$ cat src/hdl/address_range_to_owner_lookup_top_assert.svh
// Assertion macros for the range lookup block.
// Clocked on i_clk, disabled while i_rst_n is low; no other dependencies.
`ifndef ADDRESS_RANGE_TO_OWNER_LOOKUP_TOP_ASSERT_SVH
`define ADDRESS_RANGE_TO_OWNER_LOOKUP_TOP_ASSERT_SVH
`ifndef NO_ASSERTIONS
`define ARLO_ASSERT_IMP(lbl, ante, cons, msg) \
    lbl: assert property (@(posedge i_clk) disable iff (!i_rst_n) (ante) |-> (cons)) \
        else $error(msg);
`define ARLO_ASSERT_NXT(lbl, ante, cons, msg) \
    lbl: assert property (@(posedge i_clk) disable iff (!i_rst_n) (ante) |=> (cons)) \
        else $error(msg);
`else
`define ARLO_ASSERT_IMP(lbl, ante, cons, msg)
`define ARLO_ASSERT_NXT(lbl, ante, cons, msg)
`endif
`endif

$ cat src/hdl/arlo_pkg.sv
// Shared constants, codes, types and helpers for the range lookup block.
// No dependencies.
package arlo_pkg;

    localparam int unsigned V4_DEPTH_DEF = 16384;
    localparam int unsigned V6_DEPTH_DEF = 16384;

    localparam int unsigned SLOT_W  = 14;
    localparam int unsigned ADDR_W  = 64;
    localparam int unsigned V4_W    = 32;
    localparam int unsigned ASN_W   = 32;
    localparam int unsigned NAME_W  = 24;
    localparam int unsigned CNT_W   = 15;
    localparam int unsigned NCNT_W  = 25;

    localparam int unsigned CFG_IDX_W  = 2;
    localparam int unsigned CFG_DATA_W = 25;

    localparam logic [CFG_IDX_W-1:0] CFG_V4_ENTRIES = 2'd0;
    localparam logic [CFG_IDX_W-1:0] CFG_V6_ENTRIES = 2'd1;
    localparam logic [CFG_IDX_W-1:0] CFG_NAME_COUNT = 2'd2;

    localparam logic CMD_WRITE  = 1'b0;
    localparam logic CMD_LOOKUP = 1'b1;
    localparam logic FAM_V4     = 1'b0;
    localparam logic FAM_V6     = 1'b1;

    localparam int unsigned V4_WORD_W = 2 * V4_W + ASN_W + NAME_W;
    localparam int unsigned V6_WORD_W = 2 * ADDR_W + ASN_W + NAME_W;

    typedef struct packed {
        logic [ADDR_W-1:0] low;
        logic [ADDR_W-1:0] high;
        logic [ASN_W-1:0]  asn;
        logic [NAME_W-1:0] name;
    } t_entry;

    function automatic int unsigned addr_w(input int unsigned depth);
        return (depth > 1) ? $clog2(depth) : 1;
    endfunction

endpackage

$ cat src/hdl/arlo_ram.sv
// Generic single-port RAM, one write or read per cycle, registered read data.
// Depends on arlo_pkg for the address width helper.
module arlo_ram #(
    parameter int unsigned W = 8,
    parameter int unsigned D = 2
) (
    input  logic                              i_clk,
    input  logic                              i_we,
    input  logic [arlo_pkg::addr_w(D)-1:0]    i_addr,
    input  logic [W-1:0]                      i_wdata,
    output logic [W-1:0]                      o_rdata
);
    import arlo_pkg::*;

    logic [W-1:0] r_mem [D];
    logic [W-1:0] r_rdata;

    always_ff @(posedge i_clk) begin
        if (i_we) begin
            r_mem[i_addr] <= i_wdata;
        end
        r_rdata <= r_mem[i_addr];
    end

    assign o_rdata = r_rdata;
endmodule

$ cat config.mk
export PLATFORM = sky130hd
export DESIGN_NAME = arlo_ram
export DESIGN_NICKNAME = d
export VERILOG_FILES = /design/src/hdl/address_range_to_owner_lookup_top_assert.svh /design/src/hdl/arlo_pkg.sv /design/src/hdl/arlo_ram.sv
export SDC_FILE = /design/constraint.sdc
export NUM_CORES = 1
export LEC_CHECK = 0
export ABC_AREA = 1
export BUFFER_PORTS_ARGS = -buffer_cell sky130_fd_sc_hd__buf_2
export CORE_ASPECT_RATIO = 0.9
export CORE_UTILIZATION = 40
export CTS_BUF_LIST = sky130_fd_sc_hd__clkbuf_2
export CTS_CLUSTER_SIZE = 20
export DETAILED_ROUTE_END_ITERATION = 8
export GPL_ROUTABILITY_DRIVEN = 0
export PLACE_DENSITY_LB_ADDON = 0.2
export SKIP_CTS_REPAIR_TIMING = 1
export SLEW_MARGIN = 20
export SYNTH_ARGS = -nofsm -noshare
export SYNTH_HDL_FRONTEND = slang
export SYNTH_SLANG_ARGS = --single-unit
$ cat constraint.sdc
create_clock -name i_clk -period 3.2 [get_ports i_clk]
set_clock_uncertainty 0.05 [all_clocks]
set_input_delay 0.32 -clock i_clk [delete_from_list [all_inputs] [get_ports i_clk]]
set_output_delay 0.32 -clock i_clk [all_outputs]
set_load 0.02 [all_outputs]
# == After elaboration in Yosys (flattened, before gate mapping) ==
# Memory sizes are Yosys's and may differ from the RTL's. A register that Yosys moved wholly into a read port is not among the register bits.
# Cells that the tools add are included.
# totals
output_inout_bits,8
rom_bits,0
latch_bits,0
register_bits,0
memories,1
ram_bits,16
# mem_list
name,words,width,read_ports,rd_clocked_by_memory_dff,wr,line,rtl
r_mem,2,8,1,1,1,arlo_ram.sv:15,logic [W-1:0] r_mem [D];
# op_classes
add_sub_neg,0
n_mul,0
n_mux,2
n_reduce_logical,0
order_cmp,0
eq_ne,0
shifts,0
bitwise,0
div_mod_pow,0
# ops
operator,count
1-bit two-way mux,2

# == Logic depth before layout (Yosys ltp) ==
# depth
ltp_word,2
mapped_depth,3

# == Least setup slack after synthesis ==
# OpenSTA, ideal clock, no wires.
# synth_path
path_kind,input-to-reg
start,in i_addr
end,"mem r_mem[0][0], enable pin"
path_buffers,1
cell_stages,2
setup_time_ps,370
slack_ps,1926
arrival_time_ps,854
cell_sequence,buf_4 nor2_1
# synth_rtl
item,line,rtl
"start, declared",arlo_ram.sv:9,"input logic [arlo_pkg::addr_w(D)-1:0] i_addr,"
"end, declared",arlo_ram.sv:15,
# No word-level cell before the write port.

# == Worst setup path in the final report ==
# layout_path
start,"reg r_rdata[0] (netlist: o_rdata[0]), read port of r_mem"
end,out o_rdata[0]
# layout_rtl
item,line,rtl
"start, declared",arlo_ram.sv:16,logic [W-1:0] r_rdata;
"end, declared",arlo_ram.sv:11,output logic [W-1:0] o_rdata
# No word-level cell between the ends.

==> results.py <==
metrics = {
    "cts": {
        "cts_buffers": 3,
        "ctsHtreeMaxLevel": 1,
        "cts-root-buf": "clkbuf_2",
        "clkSinkCount": 24,
        "cts.clk_slew.worst_paths_ns": 0.19,
        "clockBufferDepth": 2,
        "insertion_delay_ns": 0.31,
        "tritoncts": "yes",
    },
    "min_path": {
        "hold_path_depth": 1,
        "hold_path_end": "r_mem[0][0]$_DFFE_PP_",
        "hold_path.class": "primary input to register",
        "hold_start": "i_wdata[0]",
    },
    "pwr": {
        "intPower_uw": 395,
        "p_clk_share_pct": 20.0,
        "power_frac_seq_pct": 71.5,
        "p_per_area_nw_per_um2": 567,
        "swShare_pct": 21.3,
        "p_leak_nw": 0.396,
        "peakVddDrop_uv": 247,
        "power_frac_comb_pct": 8.5,
        "total_power_uw": 502,
        "p_switching_uw": 107,
    },
    "global_routing": {
        "grt_pass1_vias": 347,
        "grt_overflow": 0,
        "grt_usage_pct": 11.3,
        "antenna_found_initial": 0,
        "grt_max_degree": 13,
        "grt_pass1_wl_um": 1430,
    },
    "synth": {
        "synthDistinctLibCells": 6,
        "synth-edff-count": 16,
        "netlist_area_um2": 757,
        "synth.yosys.warnings": 0,
        "synth_area_per_cell_um2": 14.0,
        "post-synth-top-area-cell": "edfxtp_1",
        "synth.most_common_cell": "nand2_1",
        "synth_flop_cell": "edfxtp_1",
        "synth_top_area_share_pct": 63.5,
        "synth_area_leaders": "edfxtp_1, dfxtp_1, nand2_1, inv_1, buf_4",
        "async_reset_ff_share_pct": 0,
        "yosysSeqAreaShare_pct": 84.6,
        "synthesis.nets": 65,
        "synth_cells": 54,
        "synth-seq-cells": 24,
        "synthTopCellsByCount": "nand2_1, edfxtp_1, dfxtp_1, inv_1",
    },
    "finish": {
        "area_delta_synth_final_pct": 16.9,
        "fillers": 156,
        "antennaDiodeCount": 0,
        "drive_above_1_share_pct": 28.4,
        "final_nets": 87,
    },
    "detailed_routing": {
        "drc_errors": 0,
        "first_pass_iters": 4,
        "drt_iter0_drc": 6,
        "ant_nets": 0,
        "via_per_inst": 4.24,
        "vias": 416,
        "drt_wl_total_um": 896,
        "wl_per_cell_um": 9.14,
    },
    "sta": {
        "worst_slew_pin_slew_ns": 0.649,
        "final-setup-viol-count": 0,
        "fin_hold_ws_ns": 0.131,
        "maxSlewViolCount": 0,
        "finalSetupTns_ns": 0,
        "fin_crit_ns": 1.17,
        "rsz0062_at_grt": "no",
        "period_share_pct": 36.7,
        "slew_headroom_pct": 56.6,
        "hold_viol": 0,
        "fmax_ghz": 0.852,
    },
    "floorplanning": {
        "placementRows": 14,
        "design.core.area_um2": 1720,
        "die_area_um2": 2070,
        "initial_utilization_pct": 44.1,
        "die_h_um": 43.3,
        "ioPinCount": 19,
        "die_w_um": 47.9,
    },
    "critical_path": {
        "crit_required_ns": 2.83,
        "slowest_delay_ns": 0.35,
        "r2r-start": "r_mem[0][5]$_DFFE_PP_",
        "critical_path_depth": 1,
        "crit_buf_inv": 1,
        "arrival_ns": 0.80,
        "r2r_slack_ns": 2.55,
        "critPathTopFamily": "flip-flops",
        "crit_chain": "buf_2",
        "worstRegToRegCells": 2,
        "cp_slowest_cell": "dfxtp_1",
        "cp_max_fo": 1,
        "rr_endpoint": "o_rdata[5]$_DFF_P_",
        "start_kind": "register",
        "worstSetupPathType": "register to output pin",
        "end_kind": "output pin",
    },
    "placed_design": {
        "dp_hpwl_um": 634,
        "portBuffers": 18,
    },
    "job": {
        "maxCapViolations": 0,
    },
    "run_status": {
        "status": "completed",
    },
}
power groups by stage:
| stage | Sequential [mW] | Clock, mW | Combinational (mW) |
|---|---|---|---|
| floorplan | 0.378 | 0 | 0.0138 |
| global placement | 0.366 | 0 | 0.0432 |
| detailed placement | 0.366 | 0 | 0.0437 |
| CTS | 0.359 | 0.108 | 0.0437 |
| global route | 0.362 | 0.119 | 0.0477 |
| finish | 0.359 | 0.100 | 0.0427 |
worst max path at each step:
stage                                  start                     to  slack (ns)
final                     o_rdata[0]$_DFF_P_             o_rdata[0]        2.03
after global routing      o_rdata[0]$_DFF_P_             o_rdata[0]        1.92
after CTS                 o_rdata[0]$_DFF_P_             o_rdata[0]        1.99
after detailed placement              i_addr  r_mem[0][2]$_DFFE_PP_        1.72
after global placement                i_addr  r_mem[0][7]$_DFFE_PP_        1.77
after floorplan                       i_addr  r_mem[0][0]$_DFFE_PP_        1.93
registers in the layout (all words and copies together), names as in the netlist:
name / flops
o_rdata: 8
r_mem: 16
through the flow:
step,cell area (µm²),std cells,worst slack (ns),util [%]
6_report,885,98,2.03,51.5
2_1_floorplan,757,54,1.93,-
3_3_place_gp,870,95,1.77,50.7
5_1_grt,885,98,1.92,51.5
4_1_cts,885,98,1.99,51.5
3_5_place_dp,870,95,1.72,50.7
logic make-up (layout without fill, tap and decap cells):
family        Yosys count  in the layout  synth area share, %
simple gates           26             26                 12.9
flops                  24             24                 84.6
buf+inv                 4             24                 2.48
layout make-up:
| cell class | count | area (µm²) | share of cell area, % |
|---|---|---|---|
| flip-flops and latches | 24 | 641 | 72.4 |
| repair buffers | 18 | 90.1 | 10.2 |
| clock buffers | 3 | 15.0 | 1.70 |
| inverters | 3 | 11.3 | 1.27 |
| multi-input cells | 26 | 97.6 | 11.0 |
| well taps | 24 | 30.0 | 3.39 |
layout by cell type, fill, tap and decap left out:
cell type | synthesis | layout
buf_2 | 0 | 18
inv_1 | 3 | 3
nor2_1 | 1 | 1
edfxtp_1 | 16 | 16
dfxtp_1 | 8 | 8
clkbuf_2 | 0 | 3
nand2_1 | 25 | 25
metal layers:
metal	wire length [µm]	share of wire, %	GRT usage (%)	vias up
met5	0	0	0	-
met4	12	1.3	5.00	0
met3	68	7.6	7.66	2
met2	472	53	17.3	13
met1	342	38	11.6	185
li1	-	-	-	216
Power figures use the tool's default switching activity.
