<file path="src/hdl/address_range_to_owner_lookup_top_assert.svh">
// Assertion macros for the range lookup block.
// Clocked on i_clk, disabled while i_rst_n is low; no other dependencies.
`ifndef ADDRESS_RANGE_TO_OWNER_LOOKUP_TOP_ASSERT_SVH
`define ADDRESS_RANGE_TO_OWNER_LOOKUP_TOP_ASSERT_SVH
`ifndef NO_ASSERTIONS
`define ARLO_ASSERT_IMP(lbl, ante, cons, msg) \
    lbl: assert property (@(posedge i_clk) disable iff (!i_rst_n) (ante) |-> (cons)) \
        else $error(msg);
`define ARLO_ASSERT_NXT(lbl, ante, cons, msg) \
    lbl: assert property (@(posedge i_clk) disable iff (!i_rst_n) (ante) |=> (cons)) \
        else $error(msg);
`else
`define ARLO_ASSERT_IMP(lbl, ante, cons, msg)
`define ARLO_ASSERT_NXT(lbl, ante, cons, msg)
`endif
`endif

</file>
<file path="src/hdl/arlo_pkg.sv">
// Shared constants, codes, types and helpers for the range lookup block.
// No dependencies.
package arlo_pkg;

    localparam int unsigned V4_DEPTH_DEF = 16384;
    localparam int unsigned V6_DEPTH_DEF = 16384;

    localparam int unsigned SLOT_W  = 14;
    localparam int unsigned ADDR_W  = 64;
    localparam int unsigned V4_W    = 32;
    localparam int unsigned ASN_W   = 32;
    localparam int unsigned NAME_W  = 24;
    localparam int unsigned CNT_W   = 15;
    localparam int unsigned NCNT_W  = 25;

    localparam int unsigned CFG_IDX_W  = 2;
    localparam int unsigned CFG_DATA_W = 25;

    localparam logic [CFG_IDX_W-1:0] CFG_V4_ENTRIES = 2'd0;
    localparam logic [CFG_IDX_W-1:0] CFG_V6_ENTRIES = 2'd1;
    localparam logic [CFG_IDX_W-1:0] CFG_NAME_COUNT = 2'd2;

    localparam logic CMD_WRITE  = 1'b0;
    localparam logic CMD_LOOKUP = 1'b1;
    localparam logic FAM_V4     = 1'b0;
    localparam logic FAM_V6     = 1'b1;

    localparam int unsigned V4_WORD_W = 2 * V4_W + ASN_W + NAME_W;
    localparam int unsigned V6_WORD_W = 2 * ADDR_W + ASN_W + NAME_W;

    typedef struct packed {
        logic [ADDR_W-1:0] low;
        logic [ADDR_W-1:0] high;
        logic [ASN_W-1:0]  asn;
        logic [NAME_W-1:0] name;
    } t_entry;

    function automatic int unsigned addr_w(input int unsigned depth);
        return (depth > 1) ? $clog2(depth) : 1;
    endfunction

endpackage

</file>
<file path="src/hdl/arlo_in_if.sv">
// Input channel: valid/ready plus one command beat.
// Depends on arlo_pkg.
interface arlo_in_if;
    import arlo_pkg::*;

    logic                valid;
    logic                ready;
    logic                command;
    logic                family;
    logic [SLOT_W-1:0]   entry_slot;
    logic [ADDR_W-1:0]   range_low;
    logic [ADDR_W-1:0]   range_high;
    logic [ASN_W-1:0]    owner_asn;
    logic [NAME_W-1:0]   owner_name;
    logic [ADDR_W-1:0]   key;

    modport source (output valid, command, family, entry_slot, range_low, range_high,
                    owner_asn, owner_name, key, input ready);
    modport sink (input valid, command, family, entry_slot, range_low, range_high,
                  owner_asn, owner_name, key, output ready);
endinterface

</file>
<file path="src/hdl/arlo_out_if.sv">
// Output channel: valid/ready plus one lookup result beat.
// Depends on arlo_pkg.
interface arlo_out_if;
    import arlo_pkg::*;

    logic                valid;
    logic                ready;
    logic                found;
    logic [ASN_W-1:0]    asn_out;
    logic [NAME_W-1:0]   name_out;
    logic                name_present;

    modport source (output valid, found, asn_out, name_out, name_present, input ready);
    modport sink (input valid, found, asn_out, name_out, name_present, output ready);
endinterface

</file>
<file path="src/hdl/arlo_ctrl.sv">
// Lookup sequencer: entry writes, binary search one probe per cycle, bound check.
// Depends on arlo_pkg, arlo_in_if, arlo_out_if.
module arlo_ctrl #(
    parameter int unsigned V4_DEPTH = arlo_pkg::V4_DEPTH_DEF,
    parameter int unsigned V6_DEPTH = arlo_pkg::V6_DEPTH_DEF,
    parameter int unsigned CW = $clog2(((V4_DEPTH > V6_DEPTH) ? V4_DEPTH : V6_DEPTH) + 1)
) (
    input  logic                          i_clk,
    input  logic                          i_rst_n,
    arlo_in_if.sink                       i_in,
    arlo_out_if.source                    o_out,
    input  logic [arlo_pkg::CNT_W-1:0]    i_v4_entries,
    input  logic [arlo_pkg::CNT_W-1:0]    i_v6_entries,
    input  logic [arlo_pkg::NCNT_W-1:0]   i_name_count,
    input  arlo_pkg::t_entry              i_v4_rd,
    input  arlo_pkg::t_entry              i_v6_rd,
    output logic                          o_v4_we,
    output logic                          o_v6_we,
    output logic [CW-1:0]                 o_addr
);
    import arlo_pkg::*;

    localparam logic [1:0] S_IDLE = 2'd0;
    localparam logic [1:0] S_SRCH = 2'd1;
    localparam logic [1:0] S_CHK  = 2'd2;

    logic [1:0]        r_state, n_state;
    logic              r_ovalid, n_ovalid;
    logic [CW-1:0]     r_lo, n_lo;
    logic [CW-1:0]     r_hi, n_hi;
    logic [CW-1:0]     r_addr, n_addr;
    logic              r_fam, n_fam;
    logic              r_cand, n_cand;
    logic [ADDR_W-1:0] r_key, n_key;
    logic              r_found, n_found;
    logic [ASN_W-1:0]  r_asn, n_asn;
    logic [NAME_W-1:0] r_name, n_name;
    logic              r_npres, n_npres;

    logic              w_acc;
    logic              w_out_free;
    logic [CW-1:0]     w_hi4, w_hi6, w_hsel;
    logic              w_slot_ok4, w_slot_ok6;
    t_entry            w_rd;
    logic              w_less;
    logic              w_cover;
    logic [CW:0]       w_sum;

    assign w_acc      = i_in.valid && i_in.ready;
    assign w_out_free = !r_ovalid || o_out.ready;
    assign w_hi4 = ({17'd0, i_v4_entries} > V4_DEPTH) ? CW'(V4_DEPTH) : CW'(i_v4_entries);
    assign w_hi6 = ({17'd0, i_v6_entries} > V6_DEPTH) ? CW'(V6_DEPTH) : CW'(i_v6_entries);
    assign w_hsel = (i_in.family == FAM_V6) ? w_hi6 : w_hi4;
    assign w_slot_ok4 = {18'd0, i_in.entry_slot} < V4_DEPTH;
    assign w_slot_ok6 = {18'd0, i_in.entry_slot} < V6_DEPTH;
    assign w_rd    = (r_fam == FAM_V6) ? i_v6_rd : i_v4_rd;
    assign w_less  = r_key < w_rd.low;
    assign w_cover = r_cand && (r_key <= w_rd.high);

    always_comb begin
        n_state  = r_state;
        n_ovalid = r_ovalid;
        n_lo     = r_lo;
        n_hi     = r_hi;
        n_addr   = r_addr;
        n_fam    = r_fam;
        n_cand   = r_cand;
        n_key    = r_key;
        n_found  = r_found;
        n_asn    = r_asn;
        n_name   = r_name;
        n_npres  = r_npres;
        o_v4_we  = 1'b0;
        o_v6_we  = 1'b0;
        w_sum    = '0;
        if (r_ovalid && o_out.ready) begin
            n_ovalid = 1'b0;
        end
        case (r_state)
            S_IDLE: begin
                if (w_acc) begin
                    if (i_in.command == CMD_WRITE) begin
                        n_addr  = CW'(i_in.entry_slot);
                        o_v4_we = (i_in.family == FAM_V4) && w_slot_ok4;
                        o_v6_we = (i_in.family == FAM_V6) && w_slot_ok6;
                    end else begin
                        n_fam = i_in.family;
                        n_key = (i_in.family == FAM_V6) ? i_in.key
                                                         : {32'd0, i_in.key[V4_W-1:0]};
                        n_lo  = '0;
                        n_hi  = w_hsel;
                        if (w_hsel == '0) begin
                            n_cand  = 1'b0;
                            n_state = S_CHK;
                        end else begin
                            n_addr  = w_hsel >> 1;
                            n_state = S_SRCH;
                        end
                    end
                end
            end
            S_SRCH: begin
                if (w_less) begin
                    n_hi = r_addr;
                end else begin
                    n_lo = r_addr + 1'b1;
                end
                if (n_lo == n_hi) begin
                    n_cand  = (n_lo != '0);
                    n_addr  = n_lo - 1'b1;
                    n_state = S_CHK;
                end else begin
                    w_sum  = {1'b0, n_lo} + {1'b0, n_hi};
                    n_addr = w_sum[CW:1];
                end
            end
            S_CHK: begin
                if (w_out_free) begin
                    n_ovalid = 1'b1;
                    n_found  = w_cover;
                    n_asn    = w_cover ? w_rd.asn : '0;
                    n_name   = w_cover ? w_rd.name : '0;
                    n_npres  = w_cover && ({1'b0, w_rd.name} < i_name_count);
                    n_state  = S_IDLE;
                end
            end
            default: begin
                n_state = S_IDLE;
            end
        endcase
    end

    always_ff @(posedge i_clk) begin
        if (!i_rst_n) begin
            r_state  <= S_IDLE;
            r_ovalid <= 1'b0;
        end else begin
            r_state  <= n_state;
            r_ovalid <= n_ovalid;
        end
    end

    always_ff @(posedge i_clk) begin
        r_lo    <= n_lo;
        r_hi    <= n_hi;
        r_addr  <= n_addr;
        r_fam   <= n_fam;
        r_cand  <= n_cand;
        r_key   <= n_key;
        r_found <= n_found;
        r_asn   <= n_asn;
        r_name  <= n_name;
        r_npres <= n_npres;
    end

    assign i_in.ready         = (r_state == S_IDLE);
    assign o_out.valid        = r_ovalid;
    assign o_out.found        = r_found;
    assign o_out.asn_out      = r_asn;
    assign o_out.name_out     = r_name;
    assign o_out.name_present = r_npres;
    assign o_addr             = n_addr;
endmodule

</file>
<file path="src/flat_wrapper.sv">
// flat-port wrapper written by rule: the top's interface ports become plain ports
module arlo_ctrl_flat import arlo_pkg::*;
#(
    parameter int unsigned V4_DEPTH = arlo_pkg::V4_DEPTH_DEF,
    parameter int unsigned V6_DEPTH = arlo_pkg::V6_DEPTH_DEF,
    parameter int unsigned CW = $clog2(((V4_DEPTH > V6_DEPTH) ? V4_DEPTH : V6_DEPTH) + 1)
)
  (i_clk, i_rst_n, i_v4_entries, i_v6_entries, i_name_count, i_v4_rd, i_v6_rd, o_v4_we, o_v6_we, o_addr, i_in_valid, i_in_command, i_in_family, i_in_entry_slot, i_in_range_low, i_in_range_high, i_in_owner_asn, i_in_owner_name, i_in_key, i_in_ready, o_out_valid, o_out_found, o_out_asn_out, o_out_name_out, o_out_name_present, o_out_ready);
  arlo_in_if i_in_i ();
  arlo_out_if o_out_i ();
  input  logic i_clk;
  input  logic i_rst_n;
  input  logic [arlo_pkg::CNT_W-1:0] i_v4_entries;
  input  logic [arlo_pkg::CNT_W-1:0] i_v6_entries;
  input  logic [arlo_pkg::NCNT_W-1:0] i_name_count;
  input  arlo_pkg::t_entry i_v4_rd;
  input  arlo_pkg::t_entry i_v6_rd;
  output logic o_v4_we;
  output logic o_v6_we;
  output logic [CW-1:0] o_addr;
  input wire logic [$bits(i_in_i.valid)-1:0] i_in_valid;
  input wire logic [$bits(i_in_i.command)-1:0] i_in_command;
  input wire logic [$bits(i_in_i.family)-1:0] i_in_family;
  input wire logic [$bits(i_in_i.entry_slot)-1:0] i_in_entry_slot;
  input wire logic [$bits(i_in_i.range_low)-1:0] i_in_range_low;
  input wire logic [$bits(i_in_i.range_high)-1:0] i_in_range_high;
  input wire logic [$bits(i_in_i.owner_asn)-1:0] i_in_owner_asn;
  input wire logic [$bits(i_in_i.owner_name)-1:0] i_in_owner_name;
  input wire logic [$bits(i_in_i.key)-1:0] i_in_key;
  output wire logic [$bits(i_in_i.ready)-1:0] i_in_ready;
  output wire logic [$bits(o_out_i.valid)-1:0] o_out_valid;
  output wire logic [$bits(o_out_i.found)-1:0] o_out_found;
  output wire logic [$bits(o_out_i.asn_out)-1:0] o_out_asn_out;
  output wire logic [$bits(o_out_i.name_out)-1:0] o_out_name_out;
  output wire logic [$bits(o_out_i.name_present)-1:0] o_out_name_present;
  input wire logic [$bits(o_out_i.ready)-1:0] o_out_ready;
  assign i_in_i.valid = i_in_valid;
  assign i_in_i.command = i_in_command;
  assign i_in_i.family = i_in_family;
  assign i_in_i.entry_slot = i_in_entry_slot;
  assign i_in_i.range_low = i_in_range_low;
  assign i_in_i.range_high = i_in_range_high;
  assign i_in_i.owner_asn = i_in_owner_asn;
  assign i_in_i.owner_name = i_in_owner_name;
  assign i_in_i.key = i_in_key;
  assign i_in_ready = i_in_i.ready;
  assign o_out_valid = o_out_i.valid;
  assign o_out_found = o_out_i.found;
  assign o_out_asn_out = o_out_i.asn_out;
  assign o_out_name_out = o_out_i.name_out;
  assign o_out_name_present = o_out_i.name_present;
  assign o_out_i.ready = o_out_ready;
  arlo_ctrl #(.V4_DEPTH(V4_DEPTH), .V6_DEPTH(V6_DEPTH), .CW(CW)) u_core (.i_clk(i_clk), .i_rst_n(i_rst_n), .i_in(i_in_i), .o_out(o_out_i), .i_v4_entries(i_v4_entries), .i_v6_entries(i_v6_entries), .i_name_count(i_name_count), .i_v4_rd(i_v4_rd), .i_v6_rd(i_v6_rd), .o_v4_we(o_v4_we), .o_v6_we(o_v6_we), .o_addr(o_addr));
endmodule
</file>
<file path="config.mk">
export PLATFORM = sky130hd
export DESIGN_NAME = arlo_ctrl_flat
export DESIGN_NICKNAME = d
export VERILOG_FILES = /design/src/hdl/address_range_to_owner_lookup_top_assert.svh /design/src/hdl/arlo_pkg.sv /design/src/hdl/arlo_in_if.sv /design/src/hdl/arlo_out_if.sv /design/src/hdl/arlo_ctrl.sv /design/src/flat_wrapper.sv
export SDC_FILE = /design/constraint.sdc
export NUM_CORES = 1
export LEC_CHECK = 0
export ABC_AREA = 1
export BUFFER_PORTS_ARGS = -buffer_cell sky130_fd_sc_hd__buf_2
export CAP_MARGIN = 15
export CORE_AREA = 8 8 291 293
export DETAILED_ROUTE_END_ITERATION = 10
export DIE_AREA = 0 0 299 301
export SLEW_MARGIN = 0
export SYNTH_ARGS = -nofsm -noshare
export SYNTH_HDL_FRONTEND = slang
export SYNTH_SLANG_ARGS = --single-unit
</file>
<file path="constraint.sdc">
create_clock -name i_clk -period 12.6 [get_ports i_clk]
set_input_delay 3.78 -clock i_clk [delete_from_list [all_inputs] [get_ports i_clk]]
set_output_delay 3.78 -clock i_clk [all_outputs]
set_load 0.01 [all_outputs]
</file>
### Yosys cells after proc, flatten, opt, wreduce, memory -nomap -nowiden

Index checks and enable logic that the tools add are counted.

| cells by class | value |
|---|---|
| magnitude comparators | 5 |
| muxes and demuxes | 39 |
| equality and inequality tests | 8 |
| bitwise logic cells | 1 |
| add/sub/neg operators | 3 |
| reduce and logical (&&, ||, !) cells | 15 |

Operators by type and width:

| cell | count |
|---|---|
| 2-to-1 mux 15 bit | 15 |
| 2-to-1 mux 184 bit | 1 |
| case mux 15 bit (2 select lines) | 3 |
| less-or-equal comparator 64 bit | 1 |
| < comparator 64 bit | 1 |
| greater-than comparator 15 bit, second input constant | 2 |
| < comparator 24 x 25 -> 1 bit | 1 |
| adder 15 x 15 -> 16 bit | 1 |
| adder 15 x 1 -> 15 bit, second input constant | 1 |
| equality test 15 bit | 1 |
| logical NOT 15 bit | 1 |
| nonzero test 15 bit | 1 |
| subtractor 15 x 1 -> 15 bit, second input constant | 1 |
| 2-to-1 mux 1 bit | 13 |
| 2-to-1 mux 2 bit | 5 |
| inequality test 2 bit, second input constant | 3 |
| case mux 2 bit (3 select lines) | 1 |
| AND reduction 3 bit | 2 |
| AND reduction 5 bit | 1 |
| logical AND 1 bit | 4 |
| inequality test 2 x 1 -> 1 bit, second input constant | 2 |
| AND reduction 4 bit | 1 |
| equality test 2 x 1 -> 1 bit, second input constant | 1 |
| equality test 2 bit, second input constant | 1 |
| other kinds (7) | 7 |

| storage, ports and cells | value |
|---|---|
| register bits after elaboration | 172 |
| output and inout bits | 77 |
| input port bits | 691 |
| logic and storage cells | 84 |

### Depth between registers and ports, before layout

| logic depth | value |
|---|---|
| depth in word-level cells | 8 |
| gate-level depth with buffers | 38 |
| mapped depth without buffers | 35 |

### Least setup slack after synthesis

No wires, ideal clock.

| path | value |
|---|---|
| path kind | input to output |
| start point | input i_in_valid |
| end point | output o_addr[4] |
| data required time | 8.820 ns |
| arrival time | 7.439 ns |
| slack | 1.381 ns |
| buffers on the path | 0 |
| stages | 7 |
| path through | inv_1 > nor2_1 > inv_1 > nor2_1 > o211ai_1 > o211ai_1 > o211ai_1 |

| between the ends | value |
|---|---|
| longest elaborated chain between the ends | 3 |

Ends and longest elaborated chain:

| what | line | source |
|---|---|---|
| start: declaration | flat_wrapper.sv:21 | `input wire logic [$bits(i_in_i.valid)-1:0] i_in_valid;` |
| logical AND 1 bit | arlo_ctrl.sv:49 | `assign w_acc = i_in.valid && i_in.ready;` |
| 2-to-1 mux 15 bit | arlo_ctrl.sv:81 | `if (w_acc) begin` |
| case mux 15 bit (2 select lines) | arlo_ctrl.sv:79 | `case (r_state)` |
| end: declaration | flat_wrapper.sv:20 | `output logic [CW-1:0] o_addr;` |

No other way between the ends.

### Final worst setup path

| path | value |
|---|---|
| start point | input i_v6_rd[153] (netlist bit) |
| end point | output o_addr[7] |

| between the ends | value |
|---|---|
| longest elaborated chain between the ends | 7 |

Ends and longest elaborated chain:

| what | line | source |
|---|---|---|
| start: declaration | flat_wrapper.sv:17 | `input arlo_pkg::t_entry i_v6_rd;` |
| 2-to-1 mux 184 bit * | arlo_ctrl.sv:56 | `assign w_rd = (r_fam == FAM_V6) ? i_v6_rd : i_v4_rd;` |
| < comparator 64 bit * | arlo_ctrl.sv:57 | `assign w_less = r_key < w_rd.low;` |
| 2-to-1 mux 15 bit | arlo_ctrl.sv:103 | `if (w_less) begin` |
| 2-to-1 mux 15 bit | arlo_ctrl.sv:79 |  |
| adder 15 x 15 -> 16 bit, or another cell as far along | arlo_ctrl.sv:113 | `w_sum = {1'b0, n_lo} + {1'b0, n_hi};` |
| 2-to-1 mux 15 bit * | arlo_ctrl.sv:108 | `if (n_lo == n_hi) begin` |
| case mux 15 bit (2 select lines) * | arlo_ctrl.sv:79 |  |

Every way passes the cells marked *; elsewhere a longest branch is shown, timed or not. The select of a mux whose other input is x is not followed.

==> out/qor.csv <==
metric,value,unit
filler instances,8800,
DRT iter0 DRCs,1019,
die height,301,um
post-synthesis async set-or-reset flop share,0,%
leading area contributor after synthesis,edfxtp_1,
Synth cell types,58,
largest net degree at the start of global routing,103,
first-pass GRT wire length,92600,um
GRT Total Usage,13.8,%
FF+latch area,4980,sq um
Residual DRC,0,
share of the synthesized area in the top cell type,32.6,%
share of cells above drive strength 1,33.7,%
Finished Cell Area,19500,sq um
Final Hold Fails,0,
residual overflow from global routing,0,
Antenna Violating Nets Remaining,0,
Max-slew headroom,33.3,%
DIE AREA,90000,sq um
router iterations before antenna repair,5,
Max Slew Vio Count,0,
WS Path Type,in -> out,
final period utilization,97.6,%
Post-Route Skew,21.1,ps
Worst-Margin Slew,1000,ps
Vias,14300,
core area,79900,sq um
cell area after placement,18900,sq um
Leak Pwr,0.00965,uW
starting density of the core,17.8,%
Post-synth EDFFs,154,
worst-skew pair later-pin latency,490,ps
CTS tree,done,
worst path required time,8820,ps
unrepaired setup endpoints after global routing,no,
antenna violations before repair,15,
"Clk pin slew, worst setup/hold paths",70,ps
Post-CTS Resized,0,
vias in the first global route,14500,
CP endpoint kind,primary output,
sequential share of the synthesized area,35.1,%
Critical Path Fanout Max,34,
Max clock buf depth,2,
critical path startpoint category,primary input,
Via density,4.18,
# port buffers,583,
setup TNS,0,ps
CTS root buf,clkbuf_16,
Final setup viols,0,
Hold Crit Class,reg -> reg,
largest cells by area after synthesis,"edfxtp_1 33%, ha_1 15%, nand2_1 9.5%, mux2i_1 9.0%, a21oi_1 5.3%",
outcome,"finished, final reports clean",
cts hold-fix bufs,0,
clk sinks,172,
Syn Inst Count,1706,
post-CTS setup buffers,0,
Synth Cell Area,14200,sq um
Mean Syn Cell Area,8.32,sq um
Ports,768,
post-DP HPWL,54500,um
Die Width,299,um
synth-to-layout area growth,37.6,%
final wirelength,64400,um
Ys Warns,0,
GP Congestion,0.884,
CP arrival,8510,ps
# rows,104,
H-tree levels,4,
max cap viols,0,
NumNets Final,3198,
synthesized net count,2565,
worst vdd ir,0.119,mV
Max Clock Freq,81.4,MHz
multi-input logic area,8230,sq um
Num CTS Buffers,17,
post-DR wirelength/cell,18.8,um
Yosys reg bits,172,
ys flop type,edfxtp_1,
Final min period,12290,ps
P per Cell Area,149,nW/um^2
sequential cells by signal, indices dropped and copies added, names as in the netlist:
| register | cells |
|---|---|
| u_core.r_addr | 15 |
| u_core.r_key | 64 |
| u_core.o_out.found | 1 |
| u_core.o_out.name_present | 1 |
| u_core.r_hi | 15 |
| u_core.r_state | 2 |
| u_core.o_out.asn_out | 32 |
| u_core.r_cand | 1 |
| u_core.r_lo | 15 |
| u_core.o_out.name_out | 24 |
| u_core.r_fam | 1 |
| u_core.o_out.valid | 1 |
worst max-delay path, stage by stage:
cell and delay, ps:
buf_2 100, mux2i_2 220, buf_4 220, ha_1 250, a21oi_1 150, o21a_1 230, o221ai_2 170, nand2_1 180
nand2_1 80, nor2_2 130, buf_12 150, nand2_8 160, o21ai_1 300, ha_1 310, or4_1 570, nor4_2 230
buf_4 180, nand2_1 40, buf_4 160, inv_2 90, nor2_1 100, nand2_1 100, o22ai_1 60, a21oi_1 150
o21ai_1 160, buf_2 180
layer usage:
metal  vias to the layer above  routed length [um]  part of all wire [%]  global-route usage, %
met4                         4                1790                   2.8                   5.04
li1                       7185                   -                     -                      -
met5                         -                  31                 0.048                      0
met3                        71                5170                   8.0                   4.46
met1                      6474               28400                    44                   17.4
met2                       565               29000                    45                   21.8
cell type report:
type,count,share of cell area (%)
clock inverter,14,0.749
antenna,8,0.102
inverter,201,3.87
clock buffer,18,2.20
timing repair buffer,676,18.6
tap,1060,6.79
multi-input combinational,1271,42.1
sequential,172,25.5
logic make-up after synthesis:
family	after synthesis	share of synthesized area (%)
buffers and inverters	263	7.30
AO/OA/AOI/OAI	312	12.1
AND/OR/NAND/NOR	646	20.5
adder cells (fa/ha/maj)	168	14.9
flip-flops	172	35.1
XOR/XNOR	17	1.05
multiplexers	128	9.04
synthesized netlist by cell type (all sizes together), types with 19 or more instances:
library cell	n
clkbuf	43
nand4	25
nand2	379
edfxtp	154
nand3	65
mux2i	127
a21oi	150
inv	200
o21ai	105
nor2	110
ha	167
buf	19
or2	24
where the power goes:
group,internal [uW],switching [uW]
sequential,764,68.7
clock,281,289
combinational,613,887
through the flow:
stage / hold slack (ps) / util [%] / instances / total power [uW] / worst slack [ps]
final: 549 / 24.4 / 3420 / 2900 / 308
after global routing: 593 / 24.4 / 3417 / 3130 / 13.1
after CTS: 554 / 24.4 / 3412 / 2930 / 75.1
after detailed placement: 543 / 23.7 / 3380 / 2330 / 141
after global placement: 547 / 23.7 / 3380 / 2320 / 148
after floorplan: 538 / - / 1706 / 1690 / 1380
final timing paths:
check	startpoint	end	slack [ps]	cells past startpoint
worst max-delay path	i_v6_rd[153]	o_addr[7]	310	26
worst min-delay path	u_core.r_addr[14]	u_core.r_addr[14]	550	2
worst max register to register	u_core.r_fam	u_core.r_cand	6190	30
worst min register to register	u_core.r_addr[14]	u_core.r_addr[14]	550	2
layout by cell type, fill, tap and decap left out, drive strengths merged, types with 3 or more instances in the layout:
cell     synthesis  final
nor2           110    110
dfxtp           18     18
mux2i          127    127
o21ai          105    105
nor4             9      9
nor3            16     16
diode            0      8
o211ai          13     13
buf             19    676
o21bai           4      4
o31ai            3      3
nand3b          13     13
clkbuf          43     18
ha             167    167
a21oi          150    150
xnor2            3      3
nand2          379    379
a22oi            7      7
a211oi           6      6
o21a             6      6
a31oi            3      3
xor2            14     14
o22ai            3      3
edfxtp         154    154
inv            200    210
or2             24     24
clkinv           1      3
nand4           25     25
nand3           65     65
o221ai           3      3
o2111ai          3      3
Power figures use the tool's default switching activity.
